--- src/rtl/md5_pkg.sv ---
// Shared types, constants and step functions for the MD5 digest block.
// Used by md5_core, md5_message_digest and md5_checker; depends on nothing.

package md5_pkg;

   localparam int WORD_W      = 32;
   localparam int BLOCK_WORDS = 16;
   localparam int STEP_W      = 6;

   localparam logic [31:0] INIT_A = 32'h67452301;
   localparam logic [31:0] INIT_B = 32'hefcdab89;
   localparam logic [31:0] INIT_C = 32'h98badcfe;
   localparam logic [31:0] INIT_D = 32'h10325476;

   localparam logic [7:0]  PAD_MARK     = 8'h80;
   localparam logic [5:0]  LEN_FILL_MAX = 6'd56;
   localparam logic [5:0]  LAST_STEP    = 6'd63;
   localparam logic [5:0]  LAST_FILL    = 6'h3F;
   localparam logic [3:0]  LAST_WORD    = 4'd15;
   localparam logic [3:0]  LEN_LO_WORD  = 4'd14;
   localparam logic [1:0]  LAST_LANE    = 2'd3;

   localparam logic [31:0] STEP_CONST [64] = '{
      32'hd76aa478, 32'he8c7b756, 32'h242070db, 32'hc1bdceee,
      32'hf57c0faf, 32'h4787c62a, 32'ha8304613, 32'hfd469501,
      32'h698098d8, 32'h8b44f7af, 32'hffff5bb1, 32'h895cd7be,
      32'h6b901122, 32'hfd987193, 32'ha679438e, 32'h49b40821,
      32'hf61e2562, 32'hc040b340, 32'h265e5a51, 32'he9b6c7aa,
      32'hd62f105d, 32'h02441453, 32'hd8a1e681, 32'he7d3fbc8,
      32'h21e1cde6, 32'hc33707d6, 32'hf4d50d87, 32'h455a14ed,
      32'ha9e3e905, 32'hfcefa3f8, 32'h676f02d9, 32'h8d2a4c8a,
      32'hfffa3942, 32'h8771f681, 32'h6d9d6122, 32'hfde5380c,
      32'ha4beea44, 32'h4bdecfa9, 32'hf6bb4b60, 32'hbebfbc70,
      32'h289b7ec6, 32'heaa127fa, 32'hd4ef3085, 32'h04881d05,
      32'hd9d4d039, 32'he6db99e5, 32'h1fa27cf8, 32'hc4ac5665,
      32'hf4292244, 32'h432aff97, 32'hab9423a7, 32'hfc93a039,
      32'h655b59c3, 32'h8f0ccc92, 32'hffeff47d, 32'h85845dd1,
      32'h6fa87e4f, 32'hfe2ce6e0, 32'ha3014314, 32'h4e0811a1,
      32'hf7537e82, 32'hbd3af235, 32'h2ad7d2bb, 32'heb86d391
   };

   // Rotation amounts, indexed by {round, step[1:0]}.
   localparam logic [4:0] ROT_AMT [16] = '{
      5'd7, 5'd12, 5'd17, 5'd22,
      5'd5, 5'd9,  5'd14, 5'd20,
      5'd4, 5'd11, 5'd16, 5'd23,
      5'd6, 5'd10, 5'd15, 5'd21
   };

   typedef struct packed {
      logic [7:0] data_byte;
      logic       byte_present;
      logic       end_of_message;
   } md5_req_type;

   typedef struct packed {
      logic [63:0] digest_first_half;
      logic [63:0] digest_second_half;
   } md5_rsp_type;

   typedef struct packed {
      logic start;   // load working words from the chain and run 64 steps
      logic init;    // return the chain to the initial words
   } md5_core_ctl_type;

   typedef enum logic [1:0] {
      ST_IDLE,
      ST_COMP,
      ST_PAD,
      ST_OUT
   } md5_state_type;

   // Message word used by a step.
   function automatic logic [3:0] msg_index(input logic [5:0] step);
      logic [5:0] g;
      unique case (step[5:4])
         2'd0: g = step;
         2'd1: g = step * 6'd5 + 6'd1;
         2'd2: g = step * 6'd3 + 6'd5;
         2'd3: g = step * 6'd7;
      endcase
      return g[3:0];
   endfunction

   function automatic logic [31:0] round_fn(input logic [1:0] rnd, input logic [31:0] b,
                                            input logic [31:0] c, input logic [31:0] d);
      logic [31:0] f;
      unique case (rnd)
         2'd0: f = (b & c) | (~b & d);
         2'd1: f = (d & b) | (~d & c);
         2'd2: f = b ^ c ^ d;
         2'd3: f = c ^ (b | ~d);
      endcase
      return f;
   endfunction

   function automatic logic [31:0] bswap32(input logic [31:0] x);
      return {x[7:0], x[15:8], x[23:16], x[31:24]};
   endfunction

endpackage

--- src/rtl/md5_ram.sv ---
// Generic single-write, single-read RAM with a registered read port.
// No dependencies.

module md5_ram #(
   parameter int WIDTH = 32,
   parameter int DEPTH = 16
) (
   input  logic                     clock,
   input  logic                     wr_en,
   input  logic [$clog2(DEPTH)-1:0] wr_addr,
   input  logic [WIDTH-1:0]         wr_data,
   input  logic [$clog2(DEPTH)-1:0] rd_addr,
   output logic [WIDTH-1:0]         rd_data
);

   logic [WIDTH-1:0] mem_ff [DEPTH];
   logic [WIDTH-1:0] rd_data_ff;

   always_ff @(posedge clock) begin
      if (wr_en) begin
         mem_ff[wr_addr] <= wr_data;
      end
      rd_data_ff <= mem_ff[rd_addr];
   end

   assign rd_data = rd_data_ff;

endmodule

--- src/rtl/md5_core.sv ---
// MD5 compression unit: one step per cycle over the 64 steps of a block,
// reading message words from the block RAM. Holds the chaining words.
// Depends on md5_pkg.

module md5_core import md5_pkg::*; (
   input  logic             clock,
   input  logic             reset,
   input  md5_core_ctl_type ctl,
   output logic [3:0]       rd_addr,
   input  logic [31:0]      rd_data,
   output logic             done,
   output md5_rsp_type      digest
);

   logic        issue_act_ff, issue_act_in;
   logic [5:0]  issue_cnt_ff, issue_cnt_in;
   logic        s1_vld_ff;
   logic [5:0]  s1_idx_ff;
   logic        s2_vld_ff;
   logic [5:0]  s2_idx_ff;
   logic [31:0] km_ff, km_in;
   logic [31:0] a_ff, b_ff, c_ff, d_ff;
   logic [31:0] a_in, b_in, c_in, d_in;
   logic        fin_ff, fin_in;
   logic        done_ff;
   logic [31:0] chain_ff [4];
   logic [31:0] chain_in [4];
   logic [31:0] f_val;
   logic [31:0] t_val;
   logic [63:0] rot_dbl;

   // The address for each step goes out while the issue counter holds that step, the
   // word comes back in the next cycle and is summed with its constant, and the step itself runs after that.
   assign rd_addr = msg_index(issue_cnt_ff);

   always_comb begin
      issue_act_in = issue_act_ff;
      issue_cnt_in = issue_cnt_ff;
      if (ctl.start) begin
         issue_act_in = 1'b1;
         issue_cnt_in = '0;
      end else if (issue_act_ff) begin
         issue_cnt_in = issue_cnt_ff + 6'd1;
         if (issue_cnt_ff == LAST_STEP) begin
            issue_act_in = 1'b0;
         end
      end
   end

   assign km_in = rd_data + STEP_CONST[s1_idx_ff];

   always_comb begin
      f_val   = round_fn(s2_idx_ff[5:4], b_ff, c_ff, d_ff);
      t_val   = a_ff + f_val + km_ff;
      rot_dbl = {t_val, t_val} << ROT_AMT[{s2_idx_ff[5:4], s2_idx_ff[1:0]}];
      a_in = a_ff;
      b_in = b_ff;
      c_in = c_ff;
      d_in = d_ff;
      if (ctl.start) begin
         a_in = chain_ff[0];
         b_in = chain_ff[1];
         c_in = chain_ff[2];
         d_in = chain_ff[3];
      end else if (s2_vld_ff) begin
         a_in = d_ff;
         d_in = c_ff;
         c_in = b_ff;
         b_in = b_ff + rot_dbl[63:32];
      end
   end

   assign fin_in = s2_vld_ff && (s2_idx_ff == LAST_STEP);

   always_comb begin
      chain_in = chain_ff;
      if (ctl.init) begin
         chain_in[0] = INIT_A;
         chain_in[1] = INIT_B;
         chain_in[2] = INIT_C;
         chain_in[3] = INIT_D;
      end else if (fin_ff) begin
         chain_in[0] = chain_ff[0] + a_ff;
         chain_in[1] = chain_ff[1] + b_ff;
         chain_in[2] = chain_ff[2] + c_ff;
         chain_in[3] = chain_ff[3] + d_ff;
      end
   end

   always_ff @(posedge clock) begin
      if (reset) begin
         issue_act_ff <= 1'b0;
         issue_cnt_ff <= '0;
         s1_vld_ff    <= 1'b0;
         s2_vld_ff    <= 1'b0;
         fin_ff       <= 1'b0;
         done_ff      <= 1'b0;
         chain_ff[0]  <= INIT_A;
         chain_ff[1]  <= INIT_B;
         chain_ff[2]  <= INIT_C;
         chain_ff[3]  <= INIT_D;
      end else begin
         issue_act_ff <= issue_act_in;
         issue_cnt_ff <= issue_cnt_in;
         s1_vld_ff    <= issue_act_ff;
         s2_vld_ff    <= s1_vld_ff;
         fin_ff       <= fin_in;
         done_ff      <= fin_ff;
         chain_ff     <= chain_in;
      end
   end

   always_ff @(posedge clock) begin
      s1_idx_ff <= issue_cnt_ff;
      s2_idx_ff <= s1_idx_ff;
      km_ff     <= km_in;
      a_ff      <= a_in;
      b_ff      <= b_in;
      c_ff      <= c_in;
      d_ff      <= d_in;
   end

   assign done = done_ff;
   assign digest.digest_first_half  = {bswap32(chain_ff[0]), bswap32(chain_ff[1])};
   assign digest.digest_second_half = {bswap32(chain_ff[2]), bswap32(chain_ff[3])};

endmodule

--- src/rtl/md5_message_digest.sv ---
// A byte request is accepted while idle; the 64th byte of a block holds off
// requests while the block is compressed.
// An end-of-message request pads, writing up to 16 words at one per cycle, and
// compresses once or twice before the digest appears. The compression unit
// runs one step per cycle.
// Reset is synchronous: initial chain words, zero count, no digest pending.
// Top level of the MD5 digest block: byte packing, padding sequencer, digest
// register. Depends on md5_pkg, md5_ram and md5_core.

module md5_message_digest import md5_pkg::*; (
   input  logic        clock,
   input  logic        reset,
   input  logic        req_valid,
   output logic        req_ready,
   input  md5_req_type req_data,
   output logic        rsp_valid,
   input  logic        rsp_ready,
   output md5_rsp_type rsp_data
);

   md5_state_type    state_ff, state_in;
   logic [31:0]      acc_ff, acc_in;
   logic [63:0]      count_ff, count_in;
   logic [3:0]       ptr_ff, ptr_in;
   logic             fin_ff, fin_in;
   logic             padded_ff, padded_in;
   logic             second_ff, second_in;
   logic             lenw_ff, lenw_in;
   logic             rsp_valid_ff, rsp_valid_in;
   md5_rsp_type      rsp_data_ff, rsp_data_in;

   md5_core_ctl_type core_ctl;
   logic             core_done;
   md5_rsp_type      core_digest;
   logic [3:0]       rd_addr;
   logic [31:0]      rd_data;
   logic             wr_en;
   logic [3:0]       wr_addr;
   logic [31:0]      wr_data;

   logic             accept;
   logic [5:0]       fill;
   logic [63:0]      count_next;
   logic [31:0]      acc_new;
   logic [31:0]      pad_word;
   logic [63:0]      bit_len;
   logic             len_ok;

   md5_ram #(
      .WIDTH(WORD_W),
      .DEPTH(BLOCK_WORDS)
   ) u_ram (
      .clock  (clock),
      .wr_en  (wr_en),
      .wr_addr(wr_addr),
      .wr_data(wr_data),
      .rd_addr(rd_addr),
      .rd_data(rd_data)
   );

   md5_core u_core (
      .clock  (clock),
      .reset  (reset),
      .ctl    (core_ctl),
      .rd_addr(rd_addr),
      .rd_data(rd_data),
      .done   (core_done),
      .digest (core_digest)
   );

   assign fill       = count_ff[5:0];
   assign req_ready  = (state_ff == ST_IDLE);
   assign accept     = req_valid && req_ready;
   assign count_next = count_ff + 64'd1;
   assign bit_len    = {count_ff[60:0], 3'b000};
   assign len_ok     = (fill < LEN_FILL_MAX) || second_ff;

   always_comb begin
      acc_new = acc_ff;
      acc_new[fill[1:0]*8 +: 8] = req_data.data_byte;
   end

   // Bytes already in the open word stay, the marker follows, the rest is zero.
   always_comb begin
      for (int j = 0; j < 4; j++) begin
         if (j < fill[1:0]) begin
            pad_word[j*8 +: 8] = acc_ff[j*8 +: 8];
         end else if (j == fill[1:0]) begin
            pad_word[j*8 +: 8] = PAD_MARK;
         end else begin
            pad_word[j*8 +: 8] = 8'h00;
         end
      end
   end

   always_comb begin
      state_in      = state_ff;
      acc_in        = acc_ff;
      count_in      = count_ff;
      ptr_in        = ptr_ff;
      fin_in        = fin_ff;
      padded_in     = padded_ff;
      second_in     = second_ff;
      lenw_in       = lenw_ff;
      rsp_valid_in  = rsp_valid_ff;
      rsp_data_in   = rsp_data_ff;
      core_ctl      = '0;
      wr_en         = 1'b0;
      wr_addr       = ptr_ff;
      wr_data       = '0;

      if (rsp_valid_ff && rsp_ready) begin
         rsp_valid_in = 1'b0;
      end

      unique case (state_ff)
         ST_IDLE: begin
            if (accept) begin
               fin_in    = req_data.end_of_message;
               padded_in = 1'b0;
               second_in = 1'b0;
               lenw_in   = 1'b0;
               if (req_data.byte_present) begin
                  acc_in   = acc_new;
                  count_in = count_next;
                  if (fill[1:0] == LAST_LANE) begin
                     wr_en   = 1'b1;
                     wr_addr = fill[5:2];
                     wr_data = acc_new;
                  end
               end
               if (req_data.byte_present && (fill == LAST_FILL)) begin
                  core_ctl.start = 1'b1;
                  state_in       = ST_COMP;
               end else if (req_data.end_of_message) begin
                  ptr_in   = req_data.byte_present ? count_next[5:2] : fill[5:2];
                  state_in = ST_PAD;
               end
            end
         end
         ST_PAD: begin
            wr_en     = 1'b1;
            wr_addr   = ptr_ff;
            padded_in = 1'b1;
            ptr_in    = ptr_ff + 4'd1;
            if (!padded_ff) begin
               wr_data = pad_word;
            end else if (len_ok && (ptr_ff == LEN_LO_WORD)) begin
               wr_data = bit_len[31:0];
            end else if (len_ok && (ptr_ff == LAST_WORD)) begin
               wr_data = bit_len[63:32];
            end
            if (ptr_ff == LAST_WORD) begin
               lenw_in        = len_ok;
               core_ctl.start = 1'b1;
               state_in       = ST_COMP;
            end
         end
         ST_COMP: begin
            if (core_done) begin
               if (!fin_ff) begin
                  state_in = ST_IDLE;
               end else if (lenw_ff) begin
                  state_in = ST_OUT;
               end else begin
                  // Marker and zeros first; when the length did not fit, a
                  // second block of zeros carries it.
                  ptr_in    = padded_ff ? 4'd0 : fill[5:2];
                  second_in = padded_ff;
                  state_in  = ST_PAD;
               end
            end
         end
         ST_OUT: begin
            if (!rsp_valid_ff || rsp_ready) begin
               rsp_valid_in  = 1'b1;
               rsp_data_in   = core_digest;
               core_ctl.init = 1'b1;
               count_in      = '0;
               fin_in        = 1'b0;
               state_in      = ST_IDLE;
            end
         end
         default: state_in = ST_IDLE;
      endcase
   end

   always_ff @(posedge clock) begin
      if (reset) begin
         state_ff     <= ST_IDLE;
         count_ff     <= '0;
         ptr_ff       <= '0;
         fin_ff       <= 1'b0;
         padded_ff    <= 1'b0;
         second_ff    <= 1'b0;
         lenw_ff      <= 1'b0;
         rsp_valid_ff <= 1'b0;
      end else begin
         state_ff     <= state_in;
         count_ff     <= count_in;
         ptr_ff       <= ptr_in;
         fin_ff       <= fin_in;
         padded_ff    <= padded_in;
         second_ff    <= second_in;
         lenw_ff      <= lenw_in;
         rsp_valid_ff <= rsp_valid_in;
      end
   end

   always_ff @(posedge clock) begin
      acc_ff      <= acc_in;
      rsp_data_ff <= rsp_data_in;
   end

   assign rsp_valid = rsp_valid_ff;
   assign rsp_data  = rsp_data_ff;

endmodule

--- config.mk ---
export PLATFORM = sky130hd
export DESIGN_NAME = md5_message_digest
export DESIGN_NICKNAME = d
export VERILOG_FILES = /design/src/rtl/md5_pkg.sv /design/src/rtl/md5_ram.sv /design/src/rtl/md5_core.sv /design/src/rtl/md5_message_digest.sv
export SDC_FILE = /design/constraint.sdc
export NUM_CORES = 2
export LEC_CHECK = 0
export BUFFER_PORTS_ARGS = -buffer_cell sky130_fd_sc_hd__buf_2
export CORE_MARGIN = 4
export CORE_UTILIZATION = 40
export CTS_BUF_LIST = sky130_fd_sc_hd__clkbuf_8
export CTS_CLUSTER_DIAMETER = 100
export CTS_CLUSTER_SIZE = 16
export DETAILED_ROUTE_END_ITERATION = 6
export GPL_TIMING_DRIVEN = 0
export PLACE_DENSITY_LB_ADDON = 0.3
export SLEW_MARGIN = 40
export SYNTH_ARGS = -nofsm -noshare
export SYNTH_HDL_FRONTEND = slang
export SYNTH_HIERARCHICAL = 1
export SYNTH_SLANG_ARGS = --single-unit
--- constraint.sdc ---
create_clock -name clock -period 7.15 [get_ports clock]
set_input_delay 1.43 -clock clock [delete_from_list [all_inputs] [get_ports clock]]
set_output_delay 1.43 -clock clock [all_outputs]
set_load 0.03 [all_outputs]
==> flow_summary.json <==
{
  "crit_arrival_ns": 8.41,
  "net_count_after_synthesis": 5621,
  "met3RoutedLength_um": 18270,
  "setup.reg_to_reg.worst_slack_ns": -0.68,
  "detail-route-antenna-nets": 0,
  "dr.first_iter.drc_count": 5643,
  "grt_start_max_net_pins": 44,
  "worst_hold_path.num_cells": 0,
  "p_int_mw": 11.98,
  "critPathMostFrequentCell": "sky130_fd_sc_hd__o21a_1",
  "finalSetupViolations": 19,
  "skew_ns": 0.03662,
  "p_switching_mw": 7.439,
  "share_comb_of_total_power": 0.451,
  "cts.clk_slew.worst_paths_ns": 0.11,
  "async_flop_share": 0,
  "crit_path_max_incr_delay_ns": 0.52,
  "design.portCount": 144,
  "ys.flop_type": "sky130_fd_sc_hd__edfxtp_1",
  "ys_ff_latch": 1079,
  "finalWirelength_um": 212800,
  "placed_cell_area_um2": 63820,
  "antenna_found_initial": 8,
  "crit_fanout": 5,
  "syn_avg_cell_area_um2": 11.15,
  "wl_per_cell_um": 27.86,
  "number_of_library_cell_types_mapped_by_synthesis": 120,
  "synthToLayoutAreaGrowth_pct": 14.09,
  "leading_cell_types_in_the_layout_fill_and_taps_excluded": "sky130_fd_sc_hd__edfxtp_1 (792), sky130_fd_sc_hd__nand2_1 (467), sky130_fd_sc_hd__o21ai_0 (362), sky130_fd_sc_hd__a21oi_1 (353), sky130_fd_sc_hd__nor2_1 (307)",
  "setup.worst_path.end_class": "flip-flop",
  "total_leakage_power_nw": 23.25,
  "core-area_um2": 146300,
  "achievable-frequency_ghz": 0.1277,
  "period_share": 1.095,
  "worst_ep_required_time_ns": 7.74,
  "violations": "DRC, setup timing",
  "yosysSeqAreaShare": 0.4989,
  "timing.hold.worst.class": "reg -> reg",
  "clock_sink_count": 1079,
  "number_of_nets_in_the_layout": 5979,
  "die_width_um": 392.7,
  "cts_max_path_buffers": 3,
  "clock_tree.htree_level_count": 3,
  "worstHoldStart": "u_core/s1_idx_ff[5]",
  "timing.final.ws_setup_ns": -0.6796,
  "global_route_wire_length_before_repair_um": 306200,
  "synth-edff-count": 792,
  "final_cell_count_without_fillers": 7636,
  "timing.slew.headroom": 0.3472,
  "top_signal_layer_used": "met4",
  "placedCellCount": 7439,
  "vias_per_cell": 6.233,
  "synth.cell_area_um2": 59190,
  "critical_path.slowest_cell": "sky130_fd_sc_hd__fa_1",
  "status": "finished, violations left",
  "mostFrequentLayoutCell": "sky130_fd_sc_hd__edfxtp_1",
  "rr_startpoint": "u_core/s2_idx_ff[5]",
  "wire_length_the_detailed_router_placed_on_met1_um": 86290,
  "rows": 140,
  "hold_bufs_inserted_after_cts": 0,
  "total_of_buffers_placed_on_input_and_output_ports": 142,
  "first_global_vias": 45240,
  "tritoncts": "done",
  "clock_insertion_delay_worst_skew_ns": 0.84,
  "stdcell_area_um2": 67520,
  "gr-usage-all-layers": 0.2683,
  "crit_path_start_kind": "flip-flop",
  "netlist_instances": 5307,
  "post-route-min-period_ns": 7.830,
  "swShare": 0.3831,
  "floorplan.initialDensity": 0.4047,
  "ys_warn_count": 6,
  "p_clk_frac": 0.166,
  "floorplan.die_area_um2": 154200,
  "met2_wirelength_um": 97070,
  "rr_endpoint": "u_core/b_ff[19]",
  "route.vias.total": 47600,
  "cap_viol_max_count": 0,
  "slew_violations": 0,
  "worst-setup-path-type": "reg -> reg",
  "global_route.overflow_total": 0,
  "reg2regPathDepth": 34,
  "final_hold_viol_count": 0,
  "hpwl_dp_um": 157200,
  "timing.hold.worst_endpoint": "u_core/s2_idx_ff[5]",
  "firstDrtPassIters": 7,
  "actual_transition_at_the_worst_max_transition_pin_ns": 0.9792,
  "drc_errors": 4,
  "post_route_cells_drive_above_1_share": 0.1888,
  "gp_congestion": 0.9729,
  "die_h_um": 392.7,
  "clock-root-buffer": "sky130_fd_sc_hd__clkbuf_8",
  "worst_ir_drop_vdd_mv": 0.2118,
  "rsz_0062_raised_after_global_routing": "yes",
  "power.density_cell_area_nw_per_um2": 287.6,
  "tritoncts_buffer_count": 78,
  "share_seq_of_total_power": 0.383
}
==> sequential cells by signal, indices dropped and copies added (netlist names), 6 cells and up <==
| register | cells |
|---|---|
| u_ram/mem_ff | 512 |
| u_core/km_ff | 32 |
| u_core/digest | 128 |
| u_core/d_ff | 32 |
| count_ff | 61 |
| u_core/a_ff | 32 |
| u_ram/rd_data | 32 |
| u_core/issue_cnt_ff | 6 |
| u_core/s1_idx_ff | 6 |
| u_core/s2_idx_ff | 6 |
| u_core/c_ff | 32 |
| rsp_data | 128 |
| u_core/b_ff | 32 |
| acc_ff | 24 |
==> power groups by stage <==
stage / Combinational, mW / Sequential [mW] / Clock (mW)
after global placement: 6.77 / 7.60 / 0
after global routing: 9.36 / 7.46 / 3.54
after floorplan: 4.92 / 7.54 / 0
after CTS: 8.01 / 7.43 / 3.30
after detailed placement: 6.96 / 7.58 / 0
final: 8.76 / 7.43 / 3.23
==> cell usage after synthesis (all sizes together), types with 35 or more instances <==
| cell type | instances | area, um^2 |
|---|---|---|
| a211oi | 86 | 660.6 |
| a21o | 113 | 848.3 |
| a21oi | 382 | 1934 |
| a22oi | 81 | 608.1 |
| a31oi | 77 | 518.0 |
| and3 | 35 | 219.0 |
| buf | 94 | 439.2 |
| clkbuf | 189 | 709.4 |
| dfxtp | 287 | 5746 |
| edfxtp | 792 | 23780 |
| fa | 40 | 800.8 |
| ha | 260 | 3253 |
| inv | 131 | 491.7 |
| mux2 | 111 | 1250 |
| mux2i | 103 | 1031 |
| mux4 | 136 | 3063 |
| nand2 | 482 | 1814 |
| nand2b | 39 | 244.0 |
| nand3 | 104 | 525.5 |
| nand4 | 46 | 306.6 |
| nor2 | 336 | 1264 |
| nor3 | 91 | 470.5 |
| o211ai | 40 | 319.0 |
| o21a | 41 | 309.1 |
| o21ai | 436 | 2182 |
| o31ai | 58 | 449.2 |
| or2 | 45 | 281.5 |
| or3 | 40 | 255.2 |
| xnor2 | 146 | 1286 |
| xor2 | 78 | 690.7 |
==> worst max-delay path, delay by kind of cell, from the launching register on <==
family	cells	cell delay, ns
compound gates	15	3.43
fa+ha+maj	4	1.39
buf+inv	4	0.61
xor+xnor	2	0.36
simple gates	5	0.34
mux	4	1.04
flops	1	0.41
==> layout make-up <==
| cell class | count | area [um^2] |
|---|---|---|
| clock inverters | 51 | 340.3 |
| fillers | 13390 | 78740 |
| inverters | 132 | 495.5 |
| clock buffers | 78 | 1074 |
| well taps | 1917 | 2399 |
| repair buffers | 282 | 2352 |
| plain buffers | 279 | 1456 |
| multi-input cells | 3813 | 29860 |
| diodes | 5 | 12.51 |
| flip-flops and latches | 1079 | 29540 |
==> timing repair <==
action,in CTS,in global routing
cloned,1,0
endpoints found under the hold margin,0,0
setup endpoints to repair,32,30
pin swaps,95,54
setup buffers,51,14
gates resized for setup,249,136
==> how the worst max path moves through the flow <==
stage | start | endpoint | slack [ns] | depth (start not counted)
global placement | u_core/s2_idx_ff[5] | u_core/b_ff[31] | -3.02 | 31
CTS | u_core/s2_idx_ff[4] | u_core/b_ff[31] | -0.59 | 32
floorplan | u_core/s2_idx_ff[4] | u_core/b_ff[31] | -0.03 | 33
finish | u_core/s2_idx_ff[5] | u_core/b_ff[19] | -0.68 | 34
global route | u_core/s2_idx_ff[5] | u_core/b_ff[19] | -0.88 | 35
detailed placement | u_core/s2_idx_ff[5] | u_core/b_ff[31] | -3.01 | 31
==> routing by layer <==
metal,vias up,track usage
met5,-,0
met4,0,0.1162
met1,23600,0.3571
li1,20960,-
met2,2500,0.4324
met3,538,0.04595
==> metrics by stage <==
step | TNS (ns) | util | setup WS (ns) | total power [mW] | hold WS [ns]
after CTS | -5.444 | 0.4569 | -0.5887 | 18.74 | 0.3519
after detailed placement | -66.36 | 0.4363 | -3.005 | 14.54 | 0.3354
after global routing | -11.35 | 0.4616 | -0.8790 | 20.35 | 0.3554
after floorplan | -0.03310 | - | -0.03310 | 12.47 | 0.3290
after global placement | -1072.85 | 0.4263 | -3.018 | 14.37 | 0.3345
final | -6.874 | 0.4617 | -0.6796 | 19.42 | 0.3504
==> cell families after synthesis <==
group,synth area share
AOI/OAI and AO/OA,0.1705
xor gates and xnor gates,0.03340
adders and majority gates,0.06849
buffers and inverters,0.02778
DFF,0.4989
muxes,0.09029
and+or+nand+nor,0.1107
(Power assumes the default switching activity.)
